[src/design/phacc_pkg.sv]
// shared types, constants and helpers of the phase accumulator core
`default_nettype none

package phacc_pkg;

	localparam int ACC_W       = 32;
	localparam int PHASE_W     = 10;
	localparam int VALUE_W     = 12;
	localparam int TICK_W      = 32;
	localparam int LEN_W       = 16;
	localparam int MODE_W      = 2;
	localparam int CFG_IDX_W   = 2;
	localparam int CFG_DATA_W  = 16;
	localparam int SLOT_W      = 6;
	localparam int TABLE_DEPTH = 1 << SLOT_W;

	// accumulator bit where the phase field starts
	localparam int PHASE_SHIFT = 22;
	// value bits dropped when forming a table slot
	localparam int SLOT_SHIFT  = 6;

	// midscale offset added in envelope mode
	localparam logic [VALUE_W-1:0] VALUE_HALF = {1'b1, {(VALUE_W-1){1'b0}}};

	localparam logic [MODE_W-1:0] MODE_ENVELOPE = 2'd2;

	typedef enum logic [1:0] {
		REQ_ADVANCE   = 2'd0,
		REQ_RECORD    = 2'd1,
		REQ_RETRIGGER = 2'd2
	} req_kind_t;

	typedef enum logic [CFG_IDX_W-1:0] {
		CFG_OSC_MODE    = 2'd0,
		CFG_PULSE_TICKS = 2'd1,
		CFG_LED_TICKS   = 2'd2
	} cfg_reg_t;

	typedef struct packed {
		req_kind_t            req_type;
		logic [ACC_W-1:0]     phase_increment;
		logic [VALUE_W-1:0]   wave_value;
		logic [PHASE_W-1:0]   ratio;
	} req_t;

	typedef struct packed {
		logic [VALUE_W-1:0]   wave_out;
		logic [PHASE_W-1:0]   phase;
		logic                 eoc_pulse;
		logic                 cycle_led;
	} rsp_t;

	typedef struct packed {
		logic [MODE_W-1:0]    osc_mode;
		logic [LEN_W-1:0]     pulse_ticks;
		logic [LEN_W-1:0]     led_ticks;
	} cfg_t;

	// phase field of an accumulator value
	function automatic logic [PHASE_W-1:0] phase_of(input logic [ACC_W-1:0] acc);
		logic [ACC_W-1:0] sh;
		sh = acc >> PHASE_SHIFT;
		return sh[PHASE_W-1:0];
	endfunction

	// table slot of a conditioned value
	function automatic logic [SLOT_W-1:0] slot_of(input logic [VALUE_W-1:0] v);
		logic [VALUE_W-1:0] sh;
		sh = v >> SLOT_SHIFT;
		return sh[SLOT_W-1:0];
	endfunction

endpackage

`default_nettype wire

[src/design/phacc_cfg.sv]
// configuration registers of the phase accumulator core
`default_nettype none

module phacc_cfg (
	input  wire logic                                 clk,
	input  wire logic                                 arst_n,
	input  wire logic                                 wr_en,
	input  wire logic [phacc_pkg::CFG_IDX_W-1:0]      wr_index,
	input  wire logic [phacc_pkg::CFG_DATA_W-1:0]     wr_data,
	output phacc_pkg::cfg_t                           cfg
);

	phacc_pkg::cfg_t cfg_q;

	// register write decode, unused index ignored
	always_ff @(posedge clk or negedge arst_n) begin
		if (!arst_n) begin
			cfg_q.osc_mode    <= '0;
			cfg_q.pulse_ticks <= phacc_pkg::LEN_W'(10);
			cfg_q.led_ticks   <= phacc_pkg::LEN_W'(100);
		end else if (wr_en) begin
			unique case (phacc_pkg::cfg_reg_t'(wr_index))
				phacc_pkg::CFG_OSC_MODE: begin
					cfg_q.osc_mode <= wr_data[phacc_pkg::MODE_W-1:0];
				end
				phacc_pkg::CFG_PULSE_TICKS: begin
					cfg_q.pulse_ticks <= wr_data[phacc_pkg::LEN_W-1:0];
				end
				phacc_pkg::CFG_LED_TICKS: begin
					cfg_q.led_ticks <= wr_data[phacc_pkg::LEN_W-1:0];
				end
				default: begin
				end
			endcase
		end
	end

	assign cfg = cfg_q;

endmodule

`default_nettype wire

[src/design/phacc_resume_mem.sv]
// resume table: one write port, one registered read port, write-first, per-entry valid bits
`default_nettype none

module phacc_resume_mem (
	input  wire logic                                clk,
	input  wire logic                                arst_n,
	input  wire logic                                we,
	input  wire logic [phacc_pkg::SLOT_W-1:0]        waddr,
	input  wire logic [phacc_pkg::ACC_W-1:0]         wdata,
	input  wire logic [phacc_pkg::SLOT_W-1:0]        raddr,
	output logic      [phacc_pkg::ACC_W-1:0]         rdata
);

	logic [phacc_pkg::ACC_W-1:0]       mem [phacc_pkg::TABLE_DEPTH];
	logic [phacc_pkg::TABLE_DEPTH-1:0] valid_q;
	logic [phacc_pkg::ACC_W-1:0]       rd_q;
	logic                              hit_q;
	logic                              same;

	assign same = we && (waddr == raddr);

	// storage and read data, write data forwarded on a same-entry access
	always_ff @(posedge clk) begin
		if (we) begin
			mem[waddr] <= wdata;
		end
		if (same) begin
			rd_q <= wdata;
		end else begin
			rd_q <= mem[raddr];
		end
	end

	// written marks, an unwritten entry reads as zero
	always_ff @(posedge clk or negedge arst_n) begin
		if (!arst_n) begin
			valid_q <= '0;
			hit_q   <= 1'b0;
		end else begin
			if (we) begin
				valid_q[waddr] <= 1'b1;
			end
			hit_q <= same || valid_q[raddr];
		end
	end

	assign rdata = hit_q ? rd_q : '0;

endmodule

`default_nettype wire

[src/design/phase_accumulator_with_eoc_retrigger.sv]
// latency: a result beat appears in the cycle after its request beat is taken
// throughput: one request beat per cycle unless a stalled result blocks; resume
// table is read every cycle at the current value's slot, ready for a retrigger
// reset: state and configuration return to defaults at once, the 64 table
// entries are marked unwritten by reset and read as zero, no clearing pass
`default_nettype none

module phase_accumulator_with_eoc_retrigger (
	input  wire logic                                clk,
	input  wire logic                                arst_n,
	input  wire logic                                req_valid,
	output logic                                     req_stall,
	input  wire phacc_pkg::req_t                     req_data,
	output logic                                     rsp_valid,
	input  wire logic                                rsp_stall,
	output phacc_pkg::rsp_t                          rsp_data,
	input  wire logic                                wr_en,
	input  wire logic [phacc_pkg::CFG_IDX_W-1:0]     wr_index,
	input  wire logic [phacc_pkg::CFG_DATA_W-1:0]    wr_data
);

	phacc_pkg::cfg_t cfg;

	logic [phacc_pkg::ACC_W-1:0]   acc_q, acc_d;
	logic [phacc_pkg::PHASE_W-1:0] phase_now_q, phase_now_d;
	logic [phacc_pkg::PHASE_W-1:0] phase_before_q, phase_before_d;
	logic                          running_q, running_d;
	logic                          cyc_q, cyc_d;
	logic                          led_q, led_d;
	logic [phacc_pkg::TICK_W-1:0]  tick_q, tick_d;
	logic [phacc_pkg::TICK_W-1:0]  start_q, start_d;
	logic [phacc_pkg::VALUE_W-1:0] last_q, last_d;

	logic                          rsp_valid_q;
	phacc_pkg::rsp_t               rsp_q, rsp_d;

	logic                          fire;
	logic                          env;
	logic [phacc_pkg::ACC_W-1:0]   acc_sum;
	logic [phacc_pkg::PHASE_W-1:0] phase_sum;
	logic                          wrap;
	logic [phacc_pkg::TICK_W-1:0]  pulse_end;
	logic [phacc_pkg::TICK_W-1:0]  led_end;
	logic                          cyc_clr;
	logic                          led_clr;
	logic [phacc_pkg::VALUE_W-1:0] rec_src;
	logic [phacc_pkg::VALUE_W-1:0] rec_v;
	logic [phacc_pkg::ACC_W-1:0]   rt_acc;
	logic [phacc_pkg::ACC_W-1:0]   rd_data;
	logic                          tbl_we;

	phacc_cfg u_cfg (
		.clk      (clk),
		.arst_n   (arst_n),
		.wr_en    (wr_en),
		.wr_index (wr_index),
		.wr_data  (wr_data),
		.cfg      (cfg)
	);

	// handshake: a request stalls only while the receiver stalls a held result beat
	assign req_stall = rsp_valid_q && rsp_stall;
	assign fire      = req_valid && !req_stall;
	assign env       = (cfg.osc_mode == phacc_pkg::MODE_ENVELOPE);

	// advance datapath
	assign acc_sum   = acc_q + req_data.phase_increment;
	assign phase_sum = phacc_pkg::phase_of(acc_sum);
	assign wrap      = (phase_now_q > phase_sum) && running_q;
	assign pulse_end = start_q + phacc_pkg::TICK_W'(cfg.pulse_ticks);
	assign led_end   = start_q + phacc_pkg::TICK_W'(cfg.led_ticks);
	// on a wrap the start is the current tick, so only a zero length ends it at once
	assign cyc_clr   = wrap ? (cfg.pulse_ticks == '0) : (tick_q == pulse_end);
	assign led_clr   = wrap ? (cfg.led_ticks == '0) : (tick_q == led_end);

	// record datapath
	assign rec_src = running_q ? req_data.wave_value : '0;
	assign rec_v   = env ? ((rec_src >> 1) + phacc_pkg::VALUE_HALF) : rec_src;

	// retrigger datapath
	assign rt_acc = (env && (req_data.ratio <= phase_now_q)) ? rd_data : '0;

	// next state per request kind
	always_comb begin
		acc_d          = acc_q;
		phase_now_d    = phase_now_q;
		phase_before_d = phase_before_q;
		running_d      = running_q;
		cyc_d          = cyc_q;
		led_d          = led_q;
		tick_d         = tick_q;
		start_d        = start_q;
		last_d         = last_q;
		tbl_we         = 1'b0;
		rsp_d.wave_out = '0;
		if (fire) begin
			unique case (req_data.req_type)
				phacc_pkg::REQ_ADVANCE: begin
					phase_before_d = phase_now_q;
					acc_d          = acc_sum;
					phase_now_d    = phase_sum;
					if (wrap) begin
						start_d = tick_q;
						if (env) begin
							running_d = 1'b0;
						end
					end
					cyc_d  = (wrap || cyc_q) && !cyc_clr;
					led_d  = (wrap || led_q) && !led_clr;
					tick_d = tick_q + phacc_pkg::TICK_W'(1);
				end
				phacc_pkg::REQ_RECORD: begin
					last_d         = rec_v;
					tbl_we         = (req_data.ratio > phase_now_q);
					rsp_d.wave_out = rec_v;
				end
				phacc_pkg::REQ_RETRIGGER: begin
					acc_d          = rt_acc;
					phase_now_d    = phacc_pkg::phase_of(rt_acc);
					phase_before_d = phacc_pkg::phase_of(rt_acc);
					running_d      = 1'b1;
				end
				default: begin
				end
			endcase
		end
		rsp_d.phase     = phase_now_d;
		rsp_d.eoc_pulse = cyc_d;
		rsp_d.cycle_led = led_d;
	end

	// resume table, read at the slot of the next stored value
	phacc_resume_mem u_mem (
		.clk    (clk),
		.arst_n (arst_n),
		.we     (tbl_we),
		.waddr  (phacc_pkg::slot_of(rec_v)),
		.wdata  (acc_q),
		.raddr  (phacc_pkg::slot_of(last_d)),
		.rdata  (rd_data)
	);

	// voice state
	always_ff @(posedge clk or negedge arst_n) begin
		if (!arst_n) begin
			acc_q          <= '0;
			phase_now_q    <= '0;
			phase_before_q <= '0;
			running_q      <= 1'b1;
			cyc_q          <= 1'b0;
			led_q          <= 1'b0;
			tick_q         <= '0;
			start_q        <= '0;
			last_q         <= '0;
		end else begin
			acc_q          <= acc_d;
			phase_now_q    <= phase_now_d;
			phase_before_q <= phase_before_d;
			running_q      <= running_d;
			cyc_q          <= cyc_d;
			led_q          <= led_d;
			tick_q         <= tick_d;
			start_q        <= start_d;
			last_q         <= last_d;
		end
	end

	// result beat valid
	always_ff @(posedge clk or negedge arst_n) begin
		if (!arst_n) begin
			rsp_valid_q <= 1'b0;
		end else if (fire) begin
			rsp_valid_q <= 1'b1;
		end else if (!rsp_stall) begin
			rsp_valid_q <= 1'b0;
		end
	end

	// result beat payload
	always_ff @(posedge clk) begin
		if (fire) begin
			rsp_q <= rsp_d;
		end
	end

	assign rsp_valid = rsp_valid_q;
	assign rsp_data  = rsp_q;

`ifndef SYNTHESIS
	ap_beat_in_gives_beat_out: assert property (@(posedge clk) disable iff (!arst_n)
		fire |=> rsp_valid_q)
		else $error("taken request beat produced no result beat");

	ap_stall_only_when_full: assert property (@(posedge clk) disable iff (!arst_n)
		req_stall |-> (rsp_valid_q && rsp_stall))
		else $error("request stalled with room in the output register");

	ap_retrigger_runs: assert property (@(posedge clk) disable iff (!arst_n)
		(fire && (req_data.req_type == phacc_pkg::REQ_RETRIGGER)) |=> running_q)
		else $error("retrigger did not set running");

	ap_envelope_wrap_stops: assert property (@(posedge clk) disable iff (!arst_n)
		(fire && (req_data.req_type == phacc_pkg::REQ_ADVANCE) && wrap && env)
			|=> (!running_q && (phase_before_q == $past(phase_now_q))))
		else $error("envelope wrap left the voice running");

	ap_phase_tracks_acc: assert property (@(posedge clk) disable iff (!arst_n)
		$past(fire) |-> (rsp_q.phase == phacc_pkg::phase_of(acc_q)))
		else $error("reported phase differs from accumulator");
`endif

endmodule

`default_nettype wire

[config.mk]
export PLATFORM = sky130hd
export DESIGN_NAME = phase_accumulator_with_eoc_retrigger
export DESIGN_NICKNAME = d
export VERILOG_FILES = /design/src/design/phacc_pkg.sv /design/src/design/phacc_cfg.sv /design/src/design/phacc_resume_mem.sv /design/src/design/phase_accumulator_with_eoc_retrigger.sv
export SDC_FILE = /design/constraint.sdc
export NUM_CORES = 2
export LEC_CHECK = 0
export ABC_CLOCK_PERIOD_IN_PS = 8119
export BUFFER_PORTS_ARGS = -buffer_cell sky130_fd_sc_hd__buf_2
export CAP_MARGIN = 25
export CORE_MARGIN = 3
export CORE_UTILIZATION = 40
export CTS_CLUSTER_DIAMETER = 60
export CTS_CLUSTER_SIZE = 24
export DETAILED_ROUTE_END_ITERATION = 8
export PLACE_DENSITY = 0.63
export SYNTH_ARGS = -nofsm -noshare
export SYNTH_HDL_FRONTEND = slang
export SYNTH_HIERARCHICAL = 1
export SYNTH_SLANG_ARGS = --single-unit
[constraint.sdc]
create_clock -name clk -period 8.12 [get_ports clk]
set_input_delay 1.218 -clock clk [delete_from_list [all_inputs] [get_ports clk]]
set_output_delay 1.218 -clock clk [all_outputs]
set_load 0.1 [all_outputs]
==> impl_metrics.csv <==
group,metric,value,unit
job,cap_violations,0,
sta,fmax,0.163,GHz
synth,synth_area_leaders,"edfxtp_1, mux4_2, dfrtp_1",
power,max-vdd-ir-drop,0.000239,V
setup_path,worstPathArrival,6.68,ns
sta,final.period_utilization,75.7,%
detailed_routing,routed_wl,255000,um
sta,tns,0,ns
finish,num-nets-final,5234,
placement,placed_cells,8033,
placement,place_area,0.0988,mm2
synth,synth-edff-count,2072,
sta,final-hold-violation-count,0,
floorplanning,fp.dieArea,0.240,mm2
sta,final.setup_skew,0.0521,ns
sta,worst_slack,1.98,ns
clock_tree,cts_hold_buf,0,
placement,gp_congestion,0.899,
floorplanning,start_util,40.5,%
floorplanning,core,0.231,mm2
synth,avgSynthCellArea,19.2,um2
setup_path,slowest_stage,"dfrtp_2",
clock_tree,cts_num_sinks,2293,
sta,relSlewSlack,25.5,%
synth,synth.largest_area_cell,"edfxtp_1",
clock_tree,clkTransAtPathRegs,0.09,ns
setup_path,crit_path_max_incr_delay,0.77,ns
floorplanning,die_h,490,um
synth,syn-cell-area,0.0937,mm2
setup_path,crit_buf_inv,0,
power,p_leak,34.0,nW
clock_tree,post_cts_buffers,0,
placement,dp_slack,1.27,ns
grt,grt_pass1_wl,365000,um
finish,syn_to_final_growth,10.8,%
setup_path,end_kind,"flop",
clock_tree,cts_resized,0,
hold_path,hp-class,"input pin to async pin",
grt,grt_usage,21.2,%
finish,fin_area,0.104,mm2
clock_tree,cts-root-buf,"clkbuf_16",
synth,async_reset_ff_share,9.38,%
synth,synth_top_area_share,66.4,%
grt,grt-ovfl-total,0,
setup_path,path_max_fanout,28,
clock_tree,cts_tree,"yes",
synth,synth_cell_types,93,
sta,tightest_slew,1.11,ns
synth,synth_seq_area_share,72.3,%
run_status,status,"complete, no violations",
detailed_routing,post_drt_wl_per_cell,30.7,um
clock_tree,clock_path_buffers,3,
finish,layout_common_cells,"edfxtp_1, mux4_2, nand2_1",
placement,dpl.hpwl,157000,um
synth,ys_warn_count,6,
clock_tree,numCtsBuffers,143,
setup_path,worstSetupPathType,"flop to flop",
setup_path,worstPathCellList,"ha_1 > a211oi_1 > nor3_1 > o21ai_0 > a21boi_0 > o21ai_1 > a21o_1 > and2_1 > xor2_1 > ha_1 > and3_1 > a221oi_1 > o211ai_1 > nand4_1 > nor2_1 > nor4_1 > nand4_1 > nor4_1 > nor2_1",
sta,period_needed,6.14,ns
floorplanning,num_io_pins,105,
grt,grt_pass1_vias,48900,
synth,syn_nets,5056,
detailed_routing,dr.pass1.iters,6,
finish,final_common_cell,"edfxtp_1",
synth,netlist_instances,4890,
detailed_routing,drc,0,
setup_path,cp_data_required_time,8.66,ns
grt,grt_max_degree,114,
finish,final_layout_size_suffix_gt1_share,25.9,%
setup_path,startpoint_type,"flop",
setup_path,critical_path.top_delay_family,"compound AO/OA/AOI/OAI gates",
sta,setup_viol,0,
power,p_per_area,297,mW/mm2
clock_tree,clock_latency,0.84,ns
placement,io_buffer_count,104,
power,power.total,0.0308,W
floorplanning,rows,176,
synth,synth_seq_cells,2293,
sta,rsz0062_at_grt,"no",
sta,slew_viol_final,0,
grt,antenna_found_initial,9,
detailed_routing,drt_iter0_drc,5840,
finish,fin_cells,8296,
clock_tree,htreeDepth,4,
detailed_routing,antenna_left,0,
detailed_routing,vias_per_cell,5.99,
synth,synth-main-ff-cell,"edfxtp_1",
floorplanning,dieWidth,490,um
detailed_routing,num_vias,49700,
through the flow:
stage | hold WS [ns] | util, %
5_1_grt | 0.365 | 44.8
3_5_place_dp | 0.448 | 42.7
3_3_place_gp | 0.446 | 42.6
6_report | 0.367 | 44.8
2_1_floorplan | 0.434 | -
4_1_cts | 0.323 | 44.8
worst reg2reg max path: stages, from the launching register on:
cell,delay (ns)
dfrtp_2,0.77
ha_1,0.37
a211oi_1,0.36
nor3_1,0.15
o21ai_0,0.58
a21boi_0,0.33
o21ai_1,0.37
a21o_1,0.20
and2_1,0.14
xor2_1,0.15
ha_1,0.26
and3_1,0.22
a221oi_1,0.28
o211ai_1,0.18
nand4_1,0.45
nor2_1,0.14
nor4_1,0.31
nand4_1,0.12
nor4_1,0.34
nor2_1,0.11
area by class of cell:
class	count	area [um2]
Sequential cell	2293	67800
Fill cell	19500	128000
Multi-Input combinational cell	2303	24800
Clock buffer	156	3750
Inverter	45	173
Clock inverter	96	1110
Tap cell	3115	3900
Antenna cell	6	15.0
Timing Repair Buffer	282	2210
synth_stat cells (all sizes together), types with 17 or more instances:
| master | n |
|---|---|
| a22o | 19 |
| a32oi | 18 |
| nand2b | 23 |
| edfxtp | 2072 |
| clkbuf | 110 |
| inv | 44 |
| a221oi | 31 |
| a21o | 43 |
| o21ai | 69 |
| nor2 | 185 |
| nor4 | 22 |
| mux2 | 79 |
| nand2 | 241 |
| nor2b | 29 |
| and2 | 18 |
| xor2 | 43 |
| dfrtp | 209 |
| a31oi | 31 |
| xnor2 | 93 |
| or2 | 74 |
| nand3 | 81 |
| and3 | 32 |
| mux2i | 114 |
| o211ai | 17 |
| a21oi | 107 |
| nand4 | 36 |
| buf | 139 |
| nor3 | 32 |
| a22oi | 64 |
| ha | 84 |
| mux4 | 534 |
path summary, 6_finish.rpt:
path	cells after the start	to	start	slack, ns
setup / recovery	19	rsp_data[1]$_DFFE_PP_	acc_q[1]$_DFFE_PN0P_	1.98
hold reg to reg	1	u_mem/valid_q[28]$_DFFE_PN0P_	u_mem/valid_q[28]$_DFFE_PN0P_	0.47
max in group asynchronous	2	acc_q[11]$_DFFE_PN0P_	arst_n	6.34
setup reg to reg	19	rsp_data[1]$_DFFE_PP_	acc_q[1]$_DFFE_PN0P_	1.98
hold / removal	1	u_cfg/cfg[21]$_DFFE_PN0P_	arst_n	0.37
min in group clk	1	u_mem/valid_q[28]$_DFFE_PN0P_	u_mem/valid_q[28]$_DFFE_PN0P_	0.47
power by group:
| part | internal [W] | switching (W) |
|---|---|---|
| sequential | 0.0143 | 0.000339 |
| combinational | 0.00288 | 0.00544 |
| clock | 0.00375 | 0.00416 |
registers in the layout, indices dropped and copies added (netlist names), 6 cells and up, named ones only:
name	flops
phase_now_q	10
last_q	6
u_cfg/cfg	34
u_mem/mem	2048
rsp_data	24
start_q	32
tick_q	32
acc_q	32
u_mem/valid_q	64
layer usage:
metal | track usage, % | share of wire, %
met1 | 29.6 | 40
met2 | 33.8 | 48
met3 | 4.01 | 8.9
met4 | 6.55 | 3.1
met5 | 0 | 0
cells by family (layout without fill, tap and decap cells):
kind of cell             Yosys count  count (layout)  share of synthesized area (%)
AO/OA/AOI/OAI                    546             546                           4.14
flip-flops                      2293            2293                           72.3
AND/OR/NAND/NOR                  807             807                           4.21
adder cells (fa/ha/maj)           87              87                           1.19
other                              0               6                              0
buffers and inverters            294             579                           1.75
multiplexers                     727             727                           15.1
XOR/XNOR                         136             136                           1.27
Note: power is estimated with default switching activity, not from simulation.
